===== src/hw/rtl/rmc_pkg.sv =====
package rmc_pkg;

  // Default build of the block
  localparam int SINE_TABLE_BITS = 10;
  localparam int FRACTION_BITS   = 16;

  // pi/2 in unsigned Q2.62
  localparam logic [63:0] PI_HALF_Q62 = 64'h6487ED5110B4611A;

  // Rotation axis codes; the last code leaves the running matrix as it is
  typedef enum logic [1:0] {
    AXIS_X    = 2'd0,
    AXIS_Y    = 2'd1,
    AXIS_Z    = 2'd2,
    AXIS_NONE = 2'd3
  } axis_t;

  // Unsigned Q2.62 product, both operands below 2^63
  function automatic logic [63:0] q62_mul(input logic [63:0] a, input logic [63:0] b);
    logic [127:0] p;
    p = {64'd0, a} * {64'd0, b};
    return p[125:62];
  endfunction

  // Restoring long division, used only while building the sine table
  function automatic logic [63:0] udiv64(input logic [63:0] num, input logic [63:0] den);
    logic [64:0] rem;
    logic [63:0] quo;
    rem = '0;
    quo = '0;
    for (int b = 63; b >= 0; b--) begin
      rem = {rem[63:0], num[b]};
      if (rem >= {1'b0, den}) begin
        rem    = rem - {1'b0, den};
        quo[b] = 1'b1;
      end
    end
    return quo;
  endfunction

  // sin(pi/2 * k / 2^tbits) by Taylor series in Q2.62, rounded to fbits
  // fraction bits and capped at one
  function automatic logic [63:0] sine_entry(input int unsigned k, input int unsigned tbits,
                                             input int unsigned fbits);
    logic [127:0] prod;
    logic [63:0]  x;
    logic [63:0]  x2;
    logic [63:0]  term;
    logic [63:0]  sum;
    logic [63:0]  dv;
    logic [63:0]  entry;
    logic         sub;
    prod = {64'd0, PI_HALF_Q62} * 128'(k);
    prod = prod >> tbits;
    x    = prod[63:0];
    x2   = q62_mul(x, x);
    term = x;
    sum  = x;
    dv   = 64'd1;
    sub  = 1'b1;
    while (term != 64'd0) begin
      term = udiv64(q62_mul(term, x2), (dv + 64'd1) * (dv + 64'd2));
      dv   = dv + 64'd2;
      if (sub) begin
        sum = sum - term;
      end else begin
        sum = sum + term;
      end
      sub = !sub;
    end
    entry = (sum + (64'd1 << (61 - fbits))) >> (62 - fbits);
    if (entry > (64'd1 << fbits)) begin
      entry = 64'd1 << fbits;
    end
    return entry;
  endfunction

endpackage


===== src/hw/rtl/rmc_row_rotate.sv =====
module rmc_row_rotate #(
  parameter int FRACTION_BITS = rmc_pkg::FRACTION_BITS,
  localparam int EntryW = FRACTION_BITS + 2
) (
  input  rmc_pkg::axis_t            axis,
  input  logic signed [EntryW-1:0]  cos_val,
  input  logic signed [EntryW-1:0]  sin_val,
  input  logic signed [EntryW-1:0]  row_in  [3],
  output logic signed [EntryW-1:0]  row_out [3]
);

  localparam int ProdW = 2 * EntryW;
  localparam int SumW  = 2 * EntryW + 2;

  localparam logic signed [SumW-1:0] Half =
    {{(SumW-1){1'b0}}, 1'b1} << (FRACTION_BITS - 1);
  localparam logic signed [SumW-1:0] MaxVal =
    {{(SumW-EntryW+1){1'b0}}, {(EntryW-1){1'b1}}};
  localparam logic signed [SumW-1:0] MinVal =
    {{(SumW-EntryW+1){1'b1}}, {(EntryW-1){1'b0}}};

  // Round to nearest (ties up), drop the fraction, clamp to the entry range
  function automatic logic signed [EntryW-1:0] round_sat(input logic signed [SumW-1:0] v);
    logic signed [SumW-1:0] r;
    r = (v + Half) >>> FRACTION_BITS;
    if (r > MaxVal) begin
      return MaxVal[EntryW-1:0];
    end else if (r < MinVal) begin
      return MinVal[EntryW-1:0];
    end
    return r[EntryW-1:0];
  endfunction

  logic [1:0]               col_a;
  logic [1:0]               col_b;
  logic                     rotate;
  logic signed [EntryW-1:0] sin_eff;
  logic signed [EntryW-1:0] ra;
  logic signed [EntryW-1:0] rb;
  logic signed [ProdW-1:0]  p_ac;
  logic signed [ProdW-1:0]  p_bs;
  logic signed [ProdW-1:0]  p_as;
  logic signed [ProdW-1:0]  p_bc;
  logic signed [SumW-1:0]   sum_a;
  logic signed [SumW-1:0]   sum_b;
  logic signed [EntryW-1:0] new_a;
  logic signed [EntryW-1:0] new_b;

  // The two columns a rotation touches; y runs with the sine negated
  always_comb begin
    rotate = 1'b1;
    col_a  = 2'd0;
    col_b  = 2'd1;
    case (axis)
      rmc_pkg::AXIS_X: begin
        col_a = 2'd1;
        col_b = 2'd2;
      end
      rmc_pkg::AXIS_Y: begin
        col_a = 2'd0;
        col_b = 2'd2;
      end
      rmc_pkg::AXIS_Z: begin
        col_a = 2'd0;
        col_b = 2'd1;
      end
      default: begin
        rotate = 1'b0;
      end
    endcase
  end

  assign sin_eff = (axis == rmc_pkg::AXIS_Y) ? -sin_val : sin_val;
  assign ra      = row_in[col_a];
  assign rb      = row_in[col_b];

  // Four products per row
  assign p_ac = ra * cos_val;
  assign p_bs = rb * sin_eff;
  assign p_as = ra * sin_eff;
  assign p_bc = rb * cos_val;

  assign sum_a = SumW'(p_ac) + SumW'(p_bs);
  assign sum_b = SumW'(p_bc) - SumW'(p_as);
  assign new_a = round_sat(sum_a);
  assign new_b = round_sat(sum_b);

  // The untouched column, and every column when there is no rotation, passes through unchanged
  always_comb begin
    for (int j = 0; j < 3; j++) begin
      if (rotate && (2'(j) == col_a)) begin
        row_out[j] = new_a;
      end else if (rotate && (2'(j) == col_b)) begin
        row_out[j] = new_b;
      end else begin
        row_out[j] = row_in[j];
      end
    end
  end

endmodule


===== config.mk =====
export PLATFORM = sky130hd
export DESIGN_NAME = rmc_row_rotate
export DESIGN_NICKNAME = d
export VERILOG_FILES = /design/src/hw/rtl/rmc_pkg.sv /design/src/hw/rtl/rmc_row_rotate.sv
export SDC_FILE = /design/constraint.sdc
export NUM_CORES = 2
export LEC_CHECK = 0
export ABC_AREA = 1
export BUFFER_PORTS_ARGS = -buffer_cell sky130_fd_sc_hd__buf_2
export CORE_ASPECT_RATIO = 0.7
export CORE_MARGIN = 2
export CORE_UTILIZATION = 46
export DETAILED_ROUTE_END_ITERATION = 16
export PLACE_DENSITY = 0.67
export SLEW_MARGIN = 10
export SYNTH_ARGS = -nofsm -noshare
export SYNTH_HDL_FRONTEND = slang
export SYNTH_SLANG_ARGS = --single-unit
export TNS_END_PERCENT = 10

===== constraint.sdc =====
create_clock -name vclk -period 18.5
set_clock_uncertainty 0.2 [all_clocks]
set_input_delay 3.7 -clock vclk [all_inputs]
set_output_delay 3.7 -clock vclk [all_outputs]
set_load 0.03 [all_outputs]

After elaboration in Yosys (flattened, before gate mapping)
Index checks and enable logic that the tools add are counted.
{"block": "word_totals", "word_cells": 60, "ff_bits": 0, "out_inout_bits": 54, "input_bits": 92}
{"block": "op_classes", "order_cmp": 6, "bitwise_logic": 2, "mul": 4, "n_eq_ne": 6, "n_reduce_logical": 11, "mux": 26, "addsub": 5}
{"operator": "18-bit 2-to-1 mux", "count": 17}
{"operator": "18-bit by 18-bit multiplier with 36-bit output", "count": 4}
{"operator": "37-bit by 17-bit adder with 38-bit output (second input constant)", "count": 2}
{"operator": "18-bit binary-select mux with 2-bit select", "count": 2}
{"operator": "22-bit by 18-bit greater-than comparator with 1-bit output (second input constant)", "count": 2}
{"operator": "22-bit by 18-bit less-than comparator with 1-bit output (second input constant)", "count": 2}
{"operator": "36-bit by 36-bit adder with 37-bit output", "count": 1}
{"operator": "36-bit by 36-bit subtractor with 37-bit output", "count": 1}
{"operator": "18-bit negator", "count": 1}
{"operator": "3-bit >= comparator (second input constant)", "count": 2}
{"operator": "1-bit logical AND", "count": 6}
{"operator": "2-bit zero test", "count": 3}
{"operator": "1-bit 2-to-1 mux", "count": 6}
{"operator": "2-bit NOT with 3-bit output", "count": 2}
{"operator": "3-bit OR reduction", "count": 1}
{"operator": "1-bit by 2-bit == test with 1-bit output (first input constant)", "count": 1}
{"operator": "2-bit by 1-bit == test with 1-bit output (first input constant)", "count": 1}
{"operator": "2-bit by 1-bit == test with 1-bit output (second input constant)", "count": 1}
{"operator": "2-bit == test (first input constant)", "count": 1}
{"operator": "2-bit == test (second input constant)", "count": 1}
{"operator": "2-bit 2-to-1 mux", "count": 1}
{"operator": "2-bit OR reduction", "count": 1}
{"operator": "1-bit == test (first input constant)", "count": 1}

Longest topological paths before layout
{"block": "logic_depth", "word_depth": 16, "depth_mapped": 50, "mapped_depth_nobuf": 46}

Worst setup path before layout
OpenSTA, ideal clock, no wires.
{"block": "synth_path", "kind": "input-to-output", "startpoint": "in sin_val[0]", "endpoint": "out row_out[10] (netlist bit)", "n_path_buf": 3, "path_slack_ns": 2.520, "t_arrival_ns": 12.080, "path_stages": 38, "required_time_ns": 14.600, "cell_sequence": "buf_2 > inv_1 > clkbuf_1 > ha_1 > nand2_1 > o21ai_1 > clkinv_1 > nor2_1 > inv_1 > fa_1 > inv_1 > fa_1 > inv_1 > fa_1 > fa_1 > fa_1 > fa_1 > fa_1 > (+2 left out) > inv_1 > ha_1 > a21oi_1 > o21ai_0 > a21oi_1 > nor2_1 > a211oi_1 > nand2_1 > nand2_1 > nand2_1 > nor2_1 > nand3_2 > nand2_4 > buf_8 > nand2_2 > nand2_1 > nand2_1 > o21ai_1"}
{"element": "start: declaration", "line_no": "rmc_row_rotate.sv:7", "text": "input logic signed [EntryW-1:0] sin_val,"}
{"element": "end: declaration", "line_no": "rmc_row_rotate.sv:9", "text": "output logic signed [EntryW-1:0] row_out [3]"}

==> out/results.tsv <==
metric	value	unit
grt_pass1_wl	273000	um
rsz0062_at_grt	no	
antenna_found_initial	17	
row_count	102	
ys_seq_area_share	0	%
wl_per_cell	23.5	um
cp_max_fo	22	
setup_tns	0	ns
final_hold_viol_count	0	
grt_pass1_vias	43400	
synth_area	50900	sq um
hold_path_end	row_out[49]	
grt-ovfl-total	0	
drive_gt1_share	7.56	%
seq_area	0	sq um
end_kind	output port	
routabilityCongestion	1.00	
synth_warnings	0	
hold_start	row_in[49]	
report.final.slew_viol_count	0	
arrival	14.07	ns
num_io_pins	146	
synth_compound_area_share	2.64	%
synthMuxAreaShare	0	%
dr.pass1.iters	8	
final_nets	8027	
ys_types	50	
drtIter0Drc	4247	
cap_violations	0	
die-area	113000	sq um
cts_hold_buf	0	
crit_slowest_cell	fa_1	
vias_per_cell	5.40	
finalSetupViolCount	0	
grtUsageTotal	32.8	%
relSlewSlack	14.1	%
slowest_delay	0.58	ns
worst_hold_path_type	in -> out	
fp.coreArea	110000	sq um
route.detailed.drc	0	
yosys-top-cells-count	inv_1 (1642), fa_1 (1491), nand2_1 (1197)	
start_util	46.2	%
dieHeight	282	um
portBuffers	146	
cts_resized	0	
dp_hpwl	151000	um
grt_max_degree	39	
tightest_slew	1.29	ns
flops_and_latches	0	
ys_top_cells_by_area	fa_1 (59%), inv_1 (12%), nand2_1 (8.8%), ha_1 (7.9%), nor2_1 (4.5%)	
synthSimpleGateAreaFrac	15.3	%
status	finished clean	
min_period	17.97	ns
synthesis.nets	7911	
nClkBuffers	0	
ant_nets	0	
synth-xor-area-share	1.26	%
die_w	402	um
yosysTopAreaCell	fa_1	
synthMostInstantiatedCell	inv_1	
synth_fa_ha_area_share	66.5	%
final.period_utilization	97.2	%
cp.required	14.60	ns
holdPathStages	4	
max_freq	55.6	MHz
cp_common_cell	fa_1	
netlist_instances	6007	
yosysTopAreaCellShare	58.6	%
postCtsSetupBuffers	0	
syn_to_final_growth	6.63	%
crit_type	in -> out	
syn_avg_cell_area	8.47	sq um
fillers	10700	
synth_top_family_by_area	adder cells	
cp-start-kind	primary input	
num_vias	41000	
wirelength	179000	um
kinds of logic after synthesis:
family | after synthesis
and+or+nand+nor | 1969
adders and majority gates | 1812
buffers and inverters | 1909
xor gates and xnor gates | 73
AOI/OAI and AO/OA | 244
cell usage in the layout (no fill, tap or decap), drive strengths merged, types with 22 or more instances in the layout:
cell,Yosys,routed
inv,1646,1646
fa,1491,1491
nand2,1240,1240
nor2,611,611
buf,28,355
ha,321,321
o21ai,114,114
a21oi,89,89
nand3,66,66
xor2,39,39
xnor2,34,34
nor3,25,25
clkinv,22,22
stage by stage:
stage	cell area [sq um]	setup WS (ns)	instances	util, %	hold slack [ns]
after global placement	54300	0.885	7577	49.3	7.58
after detailed placement	54300	0.867	7577	49.3	7.58
after floorplan	50900	2.52	6007	-	7.43
final	54300	0.526	7587	49.3	7.58
after CTS	54300	0.833	7577	49.3	7.59
after global routing	54300	0.220	7577	49.3	7.60
worst max-delay path: cells and delay by family:
| family | cells | cell delay (ns) |
|---|---|---|
| and+or+nand+nor | 6 | 1.11 |
| AOI/OAI and AO/OA | 7 | 1.66 |
| adders and majority gates | 10 | 4.94 |
| xor gates and xnor gates | 1 | 0.52 |
| buffers and inverters | 12 | 2.12 |
layout make-up:
class	instances	area [sq um]	share of cell area (%)
antenna	10	25.0	0.0461
timing repair buffer	355	2370	4.38
inverter	1668	6260	11.5
tap	1456	1820	3.36
multi-input combinational	4098	43800	80.7
how the worst max path moves through the flow:
stage	depth (start not counted)	slack (ns)	startpoint	to
after floorplan	38	2.52	sin_val[0]	row_out[10]
after global placement	36	0.89	axis[1]	row_out[26]
after detailed placement	39	0.87	axis[0]	row_out[15]
after CTS	39	0.83	axis[0]	row_out[15]
after global routing	37	0.22	axis[1]	row_out[28]
final	36	0.53	axis[1]	row_out[26]
metal layers:
layer	GRT usage, %	wire [um]	vias up
li1	-	-	17100
met1	46.6	72300	21100
met2	46.4	72100	2418
met3	13.9	28400	366
met4	7.52	5510	24
met5	0.668	244	-
Power is left out: the tool's default activity adds up to more than one toggle a clock period on the data nets, which glitch-free logic cannot reach.
